--- src/hdl/gbsf_pkg.sv ---
// Shared types and constants for the gyro bias stillness filter.
// Used by every module under hdl; depends on nothing.
package gbsf_pkg;

    localparam int SAMPLE_W   = 16;
    localparam int BIAS_W     = 40;
    localparam int THR_W      = 15;
    localparam int STILL_W    = 16;
    localparam int ALPHA_W    = 25;
    localparam int ALPHA_BITS = 24;
    localparam int CFG_IDX_W  = 2;
    localparam int CFG_DATA_W = 25;
    localparam int LANES      = 3;
    localparam int SPLIT_W    = 20;

    localparam logic [ALPHA_W-1:0] ALPHA_ONE       = 25'h100_0000;
    localparam logic [THR_W-1:0]   THR_RESET       = 15'd30;
    localparam logic [STILL_W-1:0] STILL_RESET     = 16'd2000;
    localparam logic [ALPHA_W-1:0] ALPHA_RESET     = 25'd16775108;

    typedef enum logic [CFG_IDX_W-1:0] {
        CFG_THRESHOLD = 2'd0,
        CFG_STILL     = 2'd1,
        CFG_ALPHA     = 2'd2
    } cfg_idx_t;

    typedef struct packed {
        logic load;
        logic fire;
        logic track;
    } lane_ctrl_t;

endpackage

--- src/hdl/gbsf_lane.sv ---
// One axis lane: threshold test, split alpha*bias multiply and bias register.
// Depends on gbsf_pkg.
module gbsf_lane #(
    parameter int FRAC_BITS = 24
) (
    input  logic                                aclk,
    input  logic                                aresetn,
    input  gbsf_pkg::lane_ctrl_t                ctrl,
    input  logic [gbsf_pkg::THR_W-1:0]          threshold,
    input  logic [gbsf_pkg::ALPHA_W-1:0]        alpha,
    input  logic [gbsf_pkg::ALPHA_W-1:0]        beta,
    input  logic signed [gbsf_pkg::SAMPLE_W-1:0] rate,
    output logic                                over,
    output logic signed [gbsf_pkg::BIAS_W-1:0]  offset
);
    import gbsf_pkg::*;

    localparam int LO_W  = SPLIT_W;
    localparam int HI_W  = BIAS_W - SPLIT_W;
    localparam int PL_W  = ALPHA_W + 1 + LO_W + 1;
    localparam int PH_W  = ALPHA_W + 1 + HI_W;
    localparam int Q_W   = ALPHA_W + 1 + SAMPLE_W;
    localparam int P_W   = ALPHA_W + 1 + BIAS_W;
    localparam int SUM_W = ((P_W > Q_W + FRAC_BITS) ? P_W : Q_W + FRAC_BITS) + 2;

    logic signed [SAMPLE_W:0]   rate_ext;
    logic signed [SAMPLE_W:0]   thr_ext;
    logic signed [ALPHA_W:0]    alpha_s;
    logic signed [ALPHA_W:0]    beta_s;
    logic signed [PL_W-1:0]     pp_lo_reg, pp_lo_next;
    logic signed [PH_W-1:0]     pp_hi_reg, pp_hi_next;
    logic signed [Q_W-1:0]      q_reg, q_next;
    logic signed [SUM_W-1:0]    sum;
    logic signed [SUM_W-1:0]    shifted;
    logic [SUM_W-BIAS_W:0]      top_bits;
    logic                       pos_ovf, neg_ovf;
    logic signed [BIAS_W-1:0]   res;
    logic signed [BIAS_W-1:0]   bias_reg, bias_next;
    logic signed [BIAS_W-1:0]   offset_reg;

    assign rate_ext = (SAMPLE_W + 1)'(rate);
    assign thr_ext  = $signed((SAMPLE_W + 1)'(threshold));
    assign over     = (rate_ext > thr_ext) || (rate_ext < -thr_ext);

    assign alpha_s = $signed({1'b0, alpha});
    assign beta_s  = $signed({1'b0, beta});

    // alpha*bias split into a low unsigned and a high signed half
    assign pp_lo_next = alpha_s * $signed({1'b0, bias_reg[LO_W-1:0]});
    assign pp_hi_next = alpha_s * $signed(bias_reg[BIAS_W-1:LO_W]);
    assign q_next     = beta_s * rate;

    assign sum = (SUM_W'(pp_hi_reg) <<< LO_W) + SUM_W'(pp_lo_reg)
               + (SUM_W'(q_reg) <<< FRAC_BITS);
    assign shifted  = sum >>> ALPHA_BITS;
    assign top_bits = shifted[SUM_W-1:BIAS_W-1];
    assign pos_ovf  = !shifted[SUM_W-1] && (|top_bits);
    assign neg_ovf  = shifted[SUM_W-1] && !(&top_bits);

    always_comb begin
        if (pos_ovf) begin
            res = {1'b0, {(BIAS_W - 1){1'b1}}};
        end else if (neg_ovf) begin
            res = {1'b1, {(BIAS_W - 1){1'b0}}};
        end else begin
            res = shifted[BIAS_W-1:0];
        end
    end

    assign bias_next = (ctrl.fire && ctrl.track) ? res : bias_reg;

    always_ff @(posedge aclk) begin
        if (!aresetn) begin
            bias_reg <= '0;
        end else begin
            bias_reg <= bias_next;
        end
    end

    always_ff @(posedge aclk) begin
        if (ctrl.load) begin
            pp_lo_reg <= pp_lo_next;
            pp_hi_reg <= pp_hi_next;
            q_reg     <= q_next;
        end
        if (ctrl.fire) begin
            offset_reg <= bias_next;
        end
    end

    assign offset = offset_reg;

endmodule

--- config.mk ---
export PLATFORM = sky130hd
export DESIGN_NAME = gbsf_lane
export DESIGN_NICKNAME = d
export VERILOG_FILES = /design/src/hdl/gbsf_pkg.sv /design/src/hdl/gbsf_lane.sv
export SDC_FILE = /design/constraint.sdc
export NUM_CORES = 2
export LEC_CHECK = 0
export BUFFER_PORTS_ARGS = -buffer_cell sky130_fd_sc_hd__buf_2
export CAP_MARGIN = 20
export CORE_AREA = 2 2 296 298
export CTS_BUF_LIST = sky130_fd_sc_hd__clkbuf_8
export DETAILED_ROUTE_END_ITERATION = 10
export DIE_AREA = 0 0 298 300
export PLACE_DENSITY = 0.87
export SLEW_MARGIN = 20
export SYNTH_ARGS = -nofsm -noshare
export SYNTH_HDL_FRONTEND = slang
export SYNTH_SLANG_ARGS = --single-unit
export TNS_END_PERCENT = 100
--- constraint.sdc ---
create_clock -name aclk -period 9.3 [get_ports aclk]
set_input_delay 0.465 -clock aclk [delete_from_list [all_inputs] [get_ports aclk]]
set_output_delay 0.465 -clock aclk [all_outputs]
set_load 0.05 [all_outputs]
======== Word-level counts from Yosys, hierarchy flattened ========
Cells that the tools add are included.
operators by class
  $add $sub $neg .......................... 3
  multipliers ............................. 3
  magnitude comparators ................... 2
  muxes and demuxes ....................... 3
  reduce and logical (&&, ||, !) cells .... 8
operators with widths
  cell                 number
  $mux W40             3
  $add A67 B66 Y68     1
  $add A66 B46 Y67     1
  $mul A26 B20 Y46     1
  $mul A25 B20 Y45     1
  $mul A26 B16 Y42     1
  $lt A16 B17 Y1       1
  $neg A15 Y17         1
  $gt A16 B16 Y1       1
  $reduce_and A5 Y1    1
  $reduce_or A5 Y1     1
  $logic_and A1 B1 Y1  3
  $logic_not A1 Y1     2
  $logic_or A1 B1 Y1   1
word-level totals
  flip-flop bits (word level) ............. 213

======== Longest topological paths before layout ========
  word-level depth ........................ 8
  depth in mapped cells ................... 29
  gate-level depth less buffers ........... 27

======== Least setup slack after synthesis ========
Ideal clock, no wire load.
  path kind ............................... register to register
  start ................................... register bias_reg[11]
  end ..................................... register pp_lo_reg[36], data pin
  data arrival time ....................... 7.255 ns
  setup slack ............................. 1.911 ns
  stages on the path, launching flop included .. 28
  path buffers ............................ 2
  cells stage by stage .................... dfxtp_1 > clkbuf_1 > clkbuf_1 > nand2_1 > fa_1 > inv_1 > fa_1 > inv_1 > fa_1 > inv_1 > fa_1 > fa_1 > fa_1 > inv_1 > fa_1 > inv_1 > ha_1 > a211oi_1 > nand2_1 > a2111oi_0 > or2_2 > o311ai_0 > nand4_1 > a211oi_1 > or2_2 > a211o_1 > a2111oi_0 > a311o_1
between the ends
  cells in the longest elaborated chain, start to end .. 1
RTL lines
  item                    RTL line         text
  from (decl)             gbsf_lane.sv:38  logic signed [BIAS_W-1:0] bias_reg, bias_next;
  from (signal assigned)  gbsf_lane.sv:76  bias_reg <= bias_next;
  $mul A25 B20 Y45        gbsf_lane.sv:49  assign pp_lo_next = alpha_s * $signed({1'b0, bias_reg[LO_W-1:0]});
  via pp_lo_next[36]      gbsf_lane.sv:30  logic signed [PL_W-1:0] pp_lo_reg, pp_lo_next;
  to (signal assigned)    gbsf_lane.sv:82  pp_lo_reg <= pp_lo_next;
  to (decl)               gbsf_lane.sv:30
The timed path passes the listed nets, and every way through them passes these cells.
A chain may end at the register's enable or synchronous reset.

======== Final worst setup path ========
  start ................................... register bias_reg[4]
  end ..................................... register pp_lo_reg[36], data pin
Same word-level chain as after synthesis.

==> results.sh <==
export IMPL_finalCriticalPeriod_ps=8930
export IMPL_fin_skew_ps=49.6
export IMPL_die_w_um=298
export IMPL_area_growth_synth_to_final_pct=3.54
export IMPL_grt_start_max_net_pins=82
export IMPL_cp_top_family="adder cells"
export IMPL_maxCapViolCount=0
export IMPL_grt_use_total_pct=34.6
export IMPL_drc=0
export IMPL_critPathMostFrequentCell="fa_1"
export IMPL_holdBufCountCts=0
export IMPL_ys_flop_type="edfxtp_1"
export IMPL_crit_fanout=27
export IMPL_tns_ps=0
export IMPL_die_h_um=300
export IMPL_rows=108
export IMPL_cts_buffers=17
export IMPL_synth_area_mm2=0.0556
export IMPL_worstMarginPinSlew_ps=1160
export IMPL_dp_hpwl_um=116000
export IMPL_arrival_ps=9350
export IMPL_drt_iter0_markers=3762
export IMPL_port_buffer_count=126
export IMPL_grt_first_pass_wirelength_um=242000
export IMPL_ys_seq_elements=193
export IMPL_first_global_vias=45500
export IMPL_slowest_delay_ps=1100
export IMPL_crit_type="flop to flop"
export IMPL_synthArstFlopShare_pct=0
export IMPL_dr_pass1_iters=6
export IMPL_hp_class="primary input to flop"
export IMPL_synth_edff_count=153
export IMPL_die_area_mm2=0.0894
export IMPL_setup_viol=0
export IMPL_timing_rr_start="bias_reg[4]"
export IMPL_r2r_cells=24
export IMPL_critPathBufInv=4
export IMPL_required_ps=9720
export IMPL_syn_inst=6048
export IMPL_nets=7798
export IMPL_ctsRootBufferMaster="clkbuf_8"
export IMPL_globalplace_congestion=0.963
export IMPL_cp_end_kind="flop"
export IMPL_r2r_end="pp_lo_reg[36]"
export IMPL_startpoint_type="flop"
export IMPL_timing_final_crit_share_pct=96.0
export IMPL_cts_tree="done"
export IMPL_ys_seq_area_share_pct=9.70
export IMPL_drive_gt1_share_pct=4.19
export IMPL_postCtsSetupBuffers=0
export IMPL_hold_depth=1
export IMPL_holdPathEnd="pp_lo_reg[30]"
export IMPL_yosys_warnings=0
export IMPL_cts_num_sinks=193
export IMPL_antenna_found_initial=5
export IMPL_vias_per_cell=5.89
export IMPL_cts_htree_levels=4
export IMPL_num_vias=42100
export IMPL_post_cts_resized=0
export IMPL_wl_per_cell_um=20.7
export IMPL_slew_headroom_pct=22.7
export IMPL_clk_pin_slew_ps=130
export IMPL_synth_nets=7872
export IMPL_r2r_setup_slack_ps=370
export IMPL_largest_reg_flops=46
export IMPL_yosysUniqueCellTypes=67
export IMPL_syn_area_per_cell_um2=9.19
export IMPL_cts_buffer_depth=2
export IMPL_clock_latency_ps=580
export IMPL_routed_wl_um=148000
export IMPL_final_antenna_net_count=0
export IMPL_status="finished, final reports clean"
export IMPL_path_cells="and2_1, fa_1, fa_1, inv_1, fa_1, inv_1, fa_1, fa_1, fa_1, inv_1, fa_1, inv_1, ha_1, a21o_1, a21o_1, a2111oi_0, or2_2, o311ai_0, nand4_1, a211oi_1, or2_2, a211o_1, a2111oi_0, a311o_1"
export IMPL_hold_viol=0
export IMPL_clock_fmax_mhz=112
export IMPL_start_util_pct=64.5
export IMPL_gr_total_overflow=0
export IMPL_cp_slowest_cell="dfxtp_1"
export IMPL_core_mm2=0.0862
export IMPL_hp_start="ctrl[2]"
export IMPL_io_pins=127
export IMPL_drv_slew=0
export IMPL_grt_setup_unrepaired="false"
-- cell type report --
class / count / area [um^2]
antenna: 3 / 7.51
clock buffer: 17 / 234
clock inverter: 15 / 193
fill: 6412 / 28600
inverter: 1334 / 5010
multi-input combinational: 4229 / 44100
sequential: 193 / 5400
tap: 1155 / 1450
timing repair buffer: 199 / 1180
-- synthesized netlist by cell type (all sizes together), types with 28 or more instances --
library cell,number,area [um^2]
and2,642,4020
a21oi,204,1020
o21ai,100,500
nand2,816,3060
xnor2,111,972
nand2b,46,288
inv,1334,5010
nor2b,29,181
edfxtp,153,4590
ha,577,7220
nor2,127,477
o21a,35,263
nand3,28,140
dfxtp,40,801
fa,1161,23200
a21o,93,698
xor2,39,342
clkbuf,275,1030
-- cell families (layout without fill, tap and decap cells) --
family | after synthesis | after routing | synth area share (%)
compound gates | 554 | 554 | 6.33
xor+xnor | 150 | 150 | 2.36
fa+ha+maj | 1738 | 1738 | 54.8
buf+inv | 1626 | 1565 | 11.0
flops | 193 | 193 | 9.70
mux | 2 | 2 | 0.0383
other cells | 0 | 3 | 0
simple gates | 1785 | 1785 | 15.8
-- cells in the final DEF, fill, tap and decap left out, types with 7 or more instances in the layout --
master,instances
inv_1,1334
fa_1,1161
nand2_1,815
and2_1,641
ha_1,577
a21oi_1,204
edfxtp_1,153
nor2_1,127
buf_2,125
xnor2_1,111
o21ai_0,100
a21o_1,93
buf_4,74
nand2b_1,46
xor2_1,39
dfxtp_1,37
o21a_1,35
nor2b_1,29
nand3_1,28
nor3_1,26
o21bai_1,24
nand4_1,24
clkbuf_8,17
and3_1,14
a31oi_1,11
a211oi_1,9
and4_1,8
or2_2,7
o31ai_1,7
-- worst max path at each step --
stage / cells after the start / from / to
2_1_floorplan: 27 / bias_reg[11] / pp_lo_reg[36]
3_3_place_gp: 27 / alpha[8] / pp_lo_reg[36]
3_5_place_dp: 24 / bias_reg[4] / pp_lo_reg[36]
4_1_cts: 24 / bias_reg[4] / pp_lo_reg[36]
5_1_grt: 23 / bias_reg[4] / pp_lo_reg[36]
6_report: 24 / bias_reg[4] / pp_lo_reg[36]
-- per-layer routing --
layer | GRT usage (%) | wire [um] | vias up
li1 | - | - | 18100
met1 | 43.8 | 53100 | 20900
met3 | 8.45 | 17500 | 535
met4 | 17.6 | 9000 | 2
met2 | 55.9 | 68400 | 2561
met5 | 0 | 13 | -
-- through the flow --
step	cells	cell area, um^2	utilization, %	worst slack, ps	hold WS [ps]
floorplan	6048	55600	-	1910	568
global placement	7110	57100	66.3	1000	620
detailed placement	7110	57100	66.3	558	645
CTS	7142	57600	66.8	520	398
global route	7143	57600	66.8	13.8	432
finish	7145	57600	66.8	371	435
Power is not shown: default switching activity piles up to over one toggle a cycle in this logic, so the estimate is an artifact.
