<file path="config.mk">
export PLATFORM = sky130hd
export DESIGN_NAME = gbsf_ctrl
export DESIGN_NICKNAME = d
export VERILOG_FILES = /design/src/hdl/gbsf_pkg.sv /design/src/hdl/gbsf_ctrl.sv
export SDC_FILE = /design/constraint.sdc
export NUM_CORES = 1
export LEC_CHECK = 0
export BUFFER_PORTS_ARGS = -buffer_cell sky130_fd_sc_hd__clkbuf_2
export CORE_MARGIN = 2
export CORE_UTILIZATION = 50
export CTS_BUF_LIST = sky130_fd_sc_hd__clkbuf_8
export CTS_CLUSTER_DIAMETER = 80
export DETAILED_ROUTE_END_ITERATION = 7
export PLACE_DENSITY = 0.76
export SLEW_MARGIN = 20
export SYNTH_ARGS = -nofsm -noshare
export SYNTH_HDL_FRONTEND = slang
export SYNTH_SLANG_ARGS = --single-unit
</file>
<file path="constraint.sdc">
create_clock -name aclk -period 5.7 [get_ports aclk]
set_clock_uncertainty 0.05 [all_clocks]
set_input_delay 0.855 -clock aclk [delete_from_list [all_inputs] [get_ports aclk]]
set_output_delay 0.855 -clock aclk [all_outputs]
set_load 0.02 [all_outputs]
</file>
<file path="src/hdl/gbsf_pkg.sv">
// Shared types and constants for the gyro bias stillness filter.
// Used by every module under hdl; depends on nothing.
package gbsf_pkg;

    localparam int SAMPLE_W   = 16;
    localparam int BIAS_W     = 40;
    localparam int THR_W      = 15;
    localparam int STILL_W    = 16;
    localparam int ALPHA_W    = 25;
    localparam int ALPHA_BITS = 24;
    localparam int CFG_IDX_W  = 2;
    localparam int CFG_DATA_W = 25;
    localparam int LANES      = 3;
    localparam int SPLIT_W    = 20;

    localparam logic [ALPHA_W-1:0] ALPHA_ONE       = 25'h100_0000;
    localparam logic [THR_W-1:0]   THR_RESET       = 15'd30;
    localparam logic [STILL_W-1:0] STILL_RESET     = 16'd2000;
    localparam logic [ALPHA_W-1:0] ALPHA_RESET     = 25'd16775108;

    typedef enum logic [CFG_IDX_W-1:0] {
        CFG_THRESHOLD = 2'd0,
        CFG_STILL     = 2'd1,
        CFG_ALPHA     = 2'd2
    } cfg_idx_t;

    typedef struct packed {
        logic load;
        logic fire;
        logic track;
    } lane_ctrl_t;

endpackage

</file>
<file path="src/hdl/gbsf_ctrl.sv">
// Merge and control: configuration registers, quiet counter, stage handshakes.
// Combines the lanes' threshold flags; depends on gbsf_pkg.
module gbsf_ctrl (
    input  logic                               aclk,
    input  logic                               aresetn,
    input  logic                               cfg_we,
    input  logic [gbsf_pkg::CFG_IDX_W-1:0]     cfg_index,
    input  logic [gbsf_pkg::CFG_DATA_W-1:0]    cfg_wdata,
    input  logic                               s_tvalid,
    output logic                               s_tready,
    output logic                               m_tvalid,
    input  logic                               m_tready,
    input  logic [gbsf_pkg::LANES-1:0]         over,
    output gbsf_pkg::lane_ctrl_t               ctrl,
    output logic [gbsf_pkg::THR_W-1:0]         threshold,
    output logic [gbsf_pkg::ALPHA_W-1:0]       alpha,
    output logic [gbsf_pkg::ALPHA_W-1:0]       beta,
    output logic                               moving,
    output logic                               tracking
);
    import gbsf_pkg::*;

    logic [THR_W-1:0]   thr_reg, thr_next;
    logic [STILL_W-1:0] still_reg, still_next;
    logic [ALPHA_W-1:0] alpha_reg, alpha_next;
    logic [STILL_W-1:0] quiet_reg, quiet_next;
    logic               s1_valid_reg, s1_valid_next;
    logic               s1_move_reg, s1_track_reg;
    logic               m_valid_reg, m_valid_next;
    logic               m_move_reg, m_track_reg;
    logic               adv, accept, move_now, track_now;

    always_comb begin
        thr_next   = thr_reg;
        still_next = still_reg;
        alpha_next = alpha_reg;
        if (cfg_we) begin
            case (cfg_idx_t'(cfg_index))
                CFG_THRESHOLD: thr_next   = cfg_wdata[THR_W-1:0];
                CFG_STILL:     still_next = cfg_wdata[STILL_W-1:0];
                CFG_ALPHA:     alpha_next = cfg_wdata[ALPHA_W-1:0];
                default: ;
            endcase
        end
    end

    assign threshold = thr_reg;
    assign alpha     = (alpha_reg > ALPHA_ONE) ? ALPHA_ONE : alpha_reg;
    assign beta      = ALPHA_ONE - alpha;

    // a tracking item in stage 1 holds off new input until it leaves, closing the bias loop
    assign adv       = !m_valid_reg || m_tready;
    assign s_tready  = !s1_valid_reg || (adv && !s1_track_reg);
    assign accept    = s_tvalid && s_tready;
    assign move_now  = |over;
    assign track_now = !move_now && (quiet_reg >= still_reg);

    always_comb begin
        quiet_next = quiet_reg;
        if (accept) begin
            if (move_now) begin
                quiet_next = '0;
            end else if (!track_now) begin
                quiet_next = quiet_reg + 1'b1;
            end
        end
    end

    assign s1_valid_next = accept ? 1'b1 : (adv ? 1'b0 : s1_valid_reg);
    assign m_valid_next  = adv ? s1_valid_reg : m_valid_reg;

    assign ctrl.load  = accept;
    assign ctrl.fire  = s1_valid_reg && adv;
    assign ctrl.track = s1_track_reg;

    always_ff @(posedge aclk) begin
        if (!aresetn) begin
            thr_reg      <= THR_RESET;
            still_reg    <= STILL_RESET;
            alpha_reg    <= ALPHA_RESET;
            quiet_reg    <= '0;
            s1_valid_reg <= 1'b0;
            s1_track_reg <= 1'b0;
            m_valid_reg  <= 1'b0;
        end else begin
            thr_reg      <= thr_next;
            still_reg    <= still_next;
            alpha_reg    <= alpha_next;
            quiet_reg    <= quiet_next;
            s1_valid_reg <= s1_valid_next;
            m_valid_reg  <= m_valid_next;
            if (accept) begin
                s1_track_reg <= track_now;
            end
        end
    end

    always_ff @(posedge aclk) begin
        if (accept) begin
            s1_move_reg <= move_now;
        end
        if (ctrl.fire) begin
            m_move_reg  <= s1_move_reg;
            m_track_reg <= s1_track_reg;
        end
    end

    assign m_tvalid = m_valid_reg;
    assign moving   = m_move_reg;
    assign tracking = m_track_reg;

endmodule

</file>
## Yosys cells after proc, flatten, opt, wreduce, memory -nomap -nowiden

Index checks and enable logic that the tools add are counted.

| operators by class | value |
|---|---|
| add/subtract/negate cells | 2 |
| multiply operators | 0 |
| div/mod/pow operators | 0 |
| $lt $le $gt $ge | 2 |
| equal/unequal tests | 3 |
| shifts and indexed selects | 0 |
| muxes and demuxes | 5 |
| bitwise operators | 0 |
| reduce and logical (&&, ||, !) cells | 17 |

Operators by type and width:

| cell | number |
|---|---|
| two-way mux 16 bit | 2 |
| greater-than comparator 25 bit, second input constant | 1 |
| two-way mux 25 bit | 1 |
| subtractor 25 bit, first input constant | 1 |
| adder 16 x 1 -> 16 bit, second input constant | 1 |
| greater-or-equal comparator 16 bit | 1 |
| AND reduction 2 bit | 4 |
| logical AND 1 bit | 4 |
| logical NOT 1 bit | 4 |
| OR reduction 3 bit | 1 |
| equality test 2 x 1 -> 1 bit, second input constant | 1 |
| equality test 2 bit, second input constant | 1 |
| logical NOT 2 bit | 1 |
| logical OR 1 bit | 2 |
| two-way mux 1 bit | 2 |
| != test 2 bit, second input constant | 1 |
| nonzero test 2 bit | 1 |

| word-level totals | value |
|---|---|
| register bits | 78 |
| bits in latches | 0 |
| RAM bits | 0 |
| bits in read-only memories | 0 |
| input port bits | 35 |
| output and inout bits | 72 |
| word-level logic and storage cells | 39 |
| memories | 0 |

## Logic depth before layout (Yosys ltp)

Gate-level depths: netlist of run 1.

| depth | value |
|---|---|
| depth after elaboration | 6 |
| depth in mapped cells | 9 |
| depth with buffers taken out | 8 |

## Least setup slack after synthesis of run 1

No wires, ideal clock.

| path | value |
|---|---|
| path kind | reg2out |
| from | reg alpha_reg[2] |
| to | out beta[21] (netlist bit) |
| arrival time | 2449 ps |
| required time | 4795 ps |
| slack | 2346 ps |
| cell stages (with the launch flop) | 7 |
| buffers on the path | 1 |
| path through | dfxtp_1 or4_1 buf_2 nor3_4 nand4_4 o31a_1 o32ai_1 |

| on the way | value |
|---|---|
| cells in the longest elaborated chain, start to end | 3 |

Ends and longest elaborated chain:

| what | line | RTL |
|---|---|---|
| start: declaration | gbsf_ctrl.sv:25 | `logic [ALPHA_W-1:0] alpha_reg, alpha_next;` |
| start signal: assignment | gbsf_ctrl.sv:88 | `alpha_reg <= alpha_next;` |
| greater-than comparator 25 bit | gbsf_ctrl.sv:48 | `assign alpha = (alpha_reg > ALPHA_ONE) ? ALPHA_ONE : alpha_reg;` |
| two-way mux 25 bit * | gbsf_ctrl.sv:48 |  |
| subtractor 25 bit * | gbsf_ctrl.sv:49 | `assign beta = ALPHA_ONE - alpha;` |
| end: declaration | gbsf_ctrl.sv:17 | `output logic [gbsf_pkg::ALPHA_W-1:0] beta,` |

Every way passes the cells marked *; elsewhere a longest branch is shown, timed or not.

## Worst setup path after layout of run 1

| path | value |
|---|---|
| from | reg alpha_reg[3] |
| to | out beta[6] (netlist bit) |

The elaborated chain is that of the path after synthesis.

==> impl_metrics.yaml, run 1 <==
run_status:
  status: "complete, no violations"
yosys:
  synthesis.nets: 608
  syn_area_um2: 4230
  syn_area_per_cell_um2: 7.62
  yosysWarnings: 0
  synthArstFlopShare_pct: 0
  synth_commonest_cells: "nand2_1, dfxtp_1, a21oi_1, nand3_1, nor2_1"
  ys_seq_elements: 78
  synth_ff_type: "dfxtp_1"
  synth_top_area_share_pct: 35.5
  synthCells: 555
  synth_most_common_cell: "nand2_1"
  yosysUniqueCellTypes: 56
  yosysSeqAreaShare_pct: 37.7
  ys_top_cells_by_area: "dfxtp_1, nand2_1, ha_1"
  yosys.area.top_type: "dfxtp_1"
  synth_edf_count: 3
placement:
  hpwl_um: 8210
  place_congestion: 0.944
  placedCellCount: 738
  pre_cts_slack_ns: 1.85
  portBuffers: 106
final_layout:
  multi_input_area_um2: 2400
  fin_nets: 697
  drive_gt1_share_pct: 20.2
  nFillCells: 775
  diodes: 0
  seq_area_um2: 1590
  fin_cells: 754
  syn_to_final_growth_pct: 17.5
  largest_reg_flops: 25
die:
  die_h_um: 95.9
  ios: 107
  die-area_um2: 9200
  start_util_pct: 51.4
  core-area_um2: 8220
  die_w_um: 95.9
  rows: 33
critical_path:
  cp_top_family: "simple AND/OR/NAND/NOR gates"
  crit_start: "alpha_reg[3]"
  path_buf_inv: 1
  slowest_delay_ns: 0.72
  worstSetupPathType: "flop to output pin"
  required_ns: 4.80
  slowest_stage: "o31ai_2"
  r2r-start: "quiet_reg[13]"
  crit_cells: 7
  worstPathMaxFanout: 14
  r2r_cells: 7
  critPathCaptureType: "output pin"
  cp_data_arrival_time_ns: 3.33
  r2r_end: "quiet_reg[15]"
  critical_path.cell_chain: "or4_1 -> nor3_4 -> nand4_4 -> o31ai_2 -> a21boi_0 -> o211ai_2 -> clkbuf_2"
  r2r_slack_ns: 3.02
  endpoint: "beta[6]"
  startpoint_type: "flop"
sta:
  fin_setup_tns_ns: 0
  setup_viol: 0
  finalHoldViolations: 0
  final_max_slew_viol_count: 0
  finalCriticalPeriod_ns: 4.24
  tightest_slew_ns: 0.891
  rsz0062_at_grt: "false"
  relSlewSlack_pct: 40.6
  setup_slack_ns: 1.46
  post-route-period-util_pct: 74.4
  whs_ns: 0.411
  max_clock_freq_mhz: 236
clock_tree:
  tritoncts: "yes"
  ctsResizeCount: 0
  cts_made_buffers: 9
  clk_pin_slew_ns: 0.10
  cts_hold_buf: 0
  cts_root_buffer: "clkbuf_8"
  clockBufferDepth: 2
  h-tree-depth: 3
  cts.sinks: 78
  insertion_delay_ns: 0.36
  post-cts-setup-buffer-count: 0
pwr:
  powerDensity_nw_per_um2: 235
  clockPowerShare_pct: 34.4
  p_leak_nw: 2.13
  switching_share_pct: 31.6
  p_int_w: 0.000797
  switchingPower_w: 0.000368
  vdd.ir_drop.worst_uv: 148
  combPwrFrac_pct: 15.3
  finalPower_w: 0.00116
  seqPwrFrac_pct: 50.3
min_path:
  hold_class: "flop to flop"
route:
  firstDrtPassIters: 5
  detail-route-antenna-nets: 0
  vias: 4280
  routed_wl_um: 11000
  avgRoutedWirePerCell_um: 14.6
  drt_iter0_markers: 209
  vias_per_cell: 5.68
  drc_errors: 0
global_route:
  antenna_found_initial: 0
  grt.total_usage_pct: 24.2
  grt_first_pass_wirelength_um: 17300
  grt_overflow_total: 0
  grt_max_degree: 40
  grt_pass1_vias: 3649
job:
  cap_viol_max_count: 0
==> stage by stage <==
stage | utilization [%] | cell area (um2)
6_report | 60.4 | 4960
5_1_grt | 60.4 | 4960
4_1_cts | 60.4 | 4960
3_5_place_dp | 58.2 | 4780
3_3_place_gp | 58.2 | 4780
2_1_floorplan | - | 4230
==> tightest hold or removal path, cell delays in order (launching register included) <==
cell and delay [ns]:
dfxtp_1 0.32, nand2_1 0.05, a21oi_1 0.05
==> cell type report <==
type / instances / area share [%]
Clock inverter: 7 / 1.21
Clock buffer: 9 / 2.49
Tap cell: 105 / 2.65
Multi-Input combinational cell: 419 / 48.4
Timing Repair Buffer: 109 / 11.1
Inverter: 27 / 2.04
Sequential cell: 78 / 32.1
==> cells by family after synthesis <==
family	synth area share, %
adder cells (fa/ha/maj)	5.33
flip-flops	37.7
buffers and inverters	5.48
AND/OR/NAND/NOR	32.5
XOR/XNOR	2.49
AO/OA/AOI/OAI	16.1
multiplexers	0.474
==> worst min path at each step <==
| stage | start | to | slack [ns] | cells past startpoint |
|---|---|---|---|---|
| floorplan | s1_move_reg | moving | 0.35 | 0 |
| global placement | s1_move_reg | moving | 0.36 | 0 |
| detailed placement | s1_move_reg | moving | 0.38 | 0 |
| CTS | s1_move_reg | moving | 0.41 | 0 |
| global route | s1_move_reg | moving | 0.41 | 0 |
| finish | threshold[5] | threshold[5] | 0.41 | 2 |
==> power groups by stage <==
| stage | Combinational, W | Clock (W) | Sequential [W] |
|---|---|---|---|
| final | 0.000179 | 0.000401 | 0.000586 |
| after global routing | 0.000195 | 0.000432 | 0.000588 |
| after CTS | 0.000179 | 0.000407 | 0.000585 |
| after detailed placement | 0.000179 | 0 | 0.000598 |
| after global placement | 0.000176 | 0 | 0.000598 |
| after floorplan | 0.000114 | 0 | 0.000597 |
==> placed cells by master, fill, tap and decap left out, types with 7 or more instances in the layout <==
master and count:
a21oi_1 40, a31oi_1 7, and2_1 13, clkbuf_2 106, clkbuf_8 9, dfxtp_1 75
ha_1 18, inv_1 27, nand2_1 134, nand3_1 34, nand4_1 9, nor2_1 30
nor2b_1 11, nor3_1 8, o211ai_1 16, o21ai_0 8, or3_1 11, or4_1 9
xnor2_1 7
==> routing by layer <==
layer	wire length [um]	share of wire, %	global-route usage [%]
met5	0	0	0
met2	5190	47	38.6
met3	734	6.6	4.54
met4	217	2.0	8.81
met1	4900	44	32.7
No activity file was read; power rests on OpenSTA's default activity.
==> run 2, diff against run 1 <==
--- a/config.mk
+++ b/config.mk
@@ -5,13 +5,14 @@
 export SDC_FILE = /design/constraint.sdc
 export NUM_CORES = 1
 export LEC_CHECK = 0
+export ABC_AREA = 1
 export BUFFER_PORTS_ARGS = -buffer_cell sky130_fd_sc_hd__clkbuf_2
 export CORE_MARGIN = 2
 export CORE_UTILIZATION = 50
 export CTS_BUF_LIST = sky130_fd_sc_hd__clkbuf_8
 export CTS_CLUSTER_DIAMETER = 80
 export DETAILED_ROUTE_END_ITERATION = 7
-export PLACE_DENSITY = 0.76
+export PLACE_DENSITY = 0.75
 export SLEW_MARGIN = 20
 export SYNTH_ARGS = -nofsm -noshare
 export SYNTH_HDL_FRONTEND = slang
==> constraint.sdc (replaced) <==
create_clock -name aclk -period 4.34 [get_ports aclk]
set_clock_uncertainty 0.05 [all_clocks]
set_input_delay 0.651 -clock aclk [delete_from_list [all_inputs] [get_ports aclk]]
set_output_delay 0.651 -clock aclk [all_outputs]
set_load 0.02 [all_outputs]
==> impl_metrics.yaml, run 2 <==
clock_tree:
  ctsResizeCount: 0
  insertion_delay_ns: 0.36
  clk_pin_slew_ns: 0.09
  h-tree-depth: 3
  cts_root_buffer: "clkbuf_8"
  tritoncts: "yes"
  cts_made_buffers: 9
  cts_hold_buf: 0
  clockBufferDepth: 2
  post-cts-setup-buffer-count: 0
  cts.sinks: 78
critical_path:
  r2r-start: "quiet_reg[5]"
  cp_common_cell: "nand2_1"
  slowest_delay_ns: 0.38
  r2r_slack_ns: 1.76
  cp_data_arrival_time_ns: 3.04
  worstSetupPathType: "flop to output pin"
  critical_path.cell_chain: "nor2_1 -> nand2_1 -> nor2_1 -> nand3_2 -> nand2_4 -> inv_2 -> nor2_1 -> inv_1 -> ha_1 -> nand2_1 -> nor2_4 -> nand3_1 -> nand2_1 -> nand2_1 -> clkbuf_2"
  slowest_stage: "dfxtp_1"
  r2r_end: "quiet_reg[2]"
  startpoint_type: "flop"
  required_ns: 3.64
  critPathCaptureType: "output pin"
  r2r_cells: 15
  worstPathMaxFanout: 41
final_layout:
  syn_to_final_growth_pct: 16.2
  layout_common_cells: "nand2_1, clkbuf_2, nor2_1, inv_1, dfxtp_1"
  final_common_cell: "nand2_1"
  diodes: 0
  fin_util_pct: 58.9
  drive_gt1_share_pct: 19.6
  fin_nets: 820
  final_area_um2: 5360
  largest_reg_flops: 25
route:
  vias_per_cell: 5.42
  firstDrtPassIters: 6
  avgRoutedWirePerCell_um: 14.4
  vias: 4787
  routed_wl_um: 12800
  drt_iter0_markers: 264
  drc_errors: 0
  detail-route-antenna-nets: 0
yosys:
  yosysWarnings: 0
  synth_commonest_cells: "nand2_1, nor2_1, inv_1, dfxtp_1, nand3_1"
  ys_seq_elements: 78
  synthCells: 676
  yosysSeqAreaShare_pct: 34.5
  syn_area_per_cell_um2: 6.83
  synth_ff_type: "dfxtp_1"
  yosysUniqueCellTypes: 39
  yosys.area.top_type: "dfxtp_1"
  synth_top_area_share_pct: 32.5
  synth_edf_count: 3
  synthesis.nets: 729
  ys_top_cells_by_area: "dfxtp_1, nand2_1, nor2_1"
  synth_most_common_cell: "nand2_1"
  synthArstFlopShare_pct: 0
  syn_area_um2: 4610
sta:
  finalHoldViolations: 0
  rsz0062_at_grt: "false"
  relSlewSlack_pct: 42.6
  post-route-period-util_pct: 86.1
  final_max_slew_viol_count: 0
  setup_viol: 0
  tightest_slew_ns: 0.861
  fin_setup_tns_ns: 0
  finalCriticalPeriod_ns: 3.74
  max_clock_freq_mhz: 268
die:
  ios: 107
  die_w_um: 100
  die-area_um2: 10000
  rows: 35
  start_util_pct: 50.7
  die_h_um: 100
  core-area_um2: 9110
placement:
  place_area_um2: 5140
  portBuffers: 106
  hpwl_um: 9700
  place_congestion: 0.978
global_route:
  grt_first_pass_wirelength_um: 20700
  grt.total_usage_pct: 25.9
  antenna_found_initial: 0
  grt_overflow_total: 0
  grt_pass1_vias: 4216
  grt_max_degree: 42
pwr:
  p_leak_nw: 2.63
  vdd.ir_drop.worst_uv: 191
  powerDensity_nw_per_um2: 327
run_status:
  status: "complete, no violations"
min_path:
  hold_class: "flop to flop"
  holdPathEnd: "moving"
  holdCritStartpoint: "s1_move_reg"
  holdPathStages: 0
job:
  cap_viol_max_count: 0
## run 2: final cells by class
cell class,instances,area [um2]
fill,860,3740
multi-input combinational,486,2530
sequential,78,1590
timing repair buffer,111,568
inverter,81,304
tap,111,139
clock buffer,9,124
clock inverter,7,103
## run 2: power by group
part	leakage, nW	switching (W)	internal [W]	total (W)
clock network	0.111	0.000294	0.000332	0.000626
logic	1.88	0.000236	0.000110	0.000345
registers	0.641	0.0000305	0.000753	0.000783
total	2.63	0.000560	0.00119	0.00175
## run 2: cell families (layout without fill, tap and decap cells)
| group | Yosys count | in the layout | synth area share, % |
|---|---|---|---|
| DFF | 78 | 78 | 34.5 |
| AOI/OAI and AO/OA | 121 | 121 | 16.2 |
| adders and majority gates | 18 | 18 | 4.88 |
| and+or+nand+nor | 327 | 327 | 30.1 |
| buffers and inverters | 112 | 208 | 10.6 |
| xor gates and xnor gates | 20 | 20 | 3.80 |
## run 2: metrics by stage
step / power [W] / setup slack [ns] / instances / hold slack (ns)
6_report: 0.00175 / 0.603 / 883 / 0.373
5_1_grt: 0.00183 / 0.292 / 883 / 0.395
4_1_cts: 0.00176 / 0.607 / 883 / 0.375
3_5_place_dp: 0.00114 / 1.02 / 867 / 0.355
3_3_place_gp: 0.00114 / 1.14 / 867 / 0.358
2_1_floorplan: 0.00103 / 1.24 / 676 / 0.350
## run 2: worst max path at each step
stage,start,endpoint,slack [ns],cells past startpoint
after floorplan,alpha_reg[5],beta[8],1.24,13
after global placement,alpha_reg[5],beta[24],1.14,15
after detailed placement,alpha_reg[5],beta[24],1.02,15
after CTS,alpha_reg[5],beta[24],0.61,15
after global routing,alpha_reg[5],beta[24],0.29,15
final,alpha_reg[5],beta[24],0.60,15
## run 2: layer usage
layer	wire length, um	global-route usage [%]	vias up
met4	207	7.48	0
met2	5460	38.8	204
met5	0	0	-
met3	1160	5.36	22
li1	-	-	2389
met1	5930	37.7	2172
## run 2: critical path, delay by kind of cell, from the launching register on
kind                       cells  cell delay, ns
adders and majority gates      1            0.26
buffers and inverters          3            0.47
DFF                            1            0.38
and+or+nand+nor               11            1.59
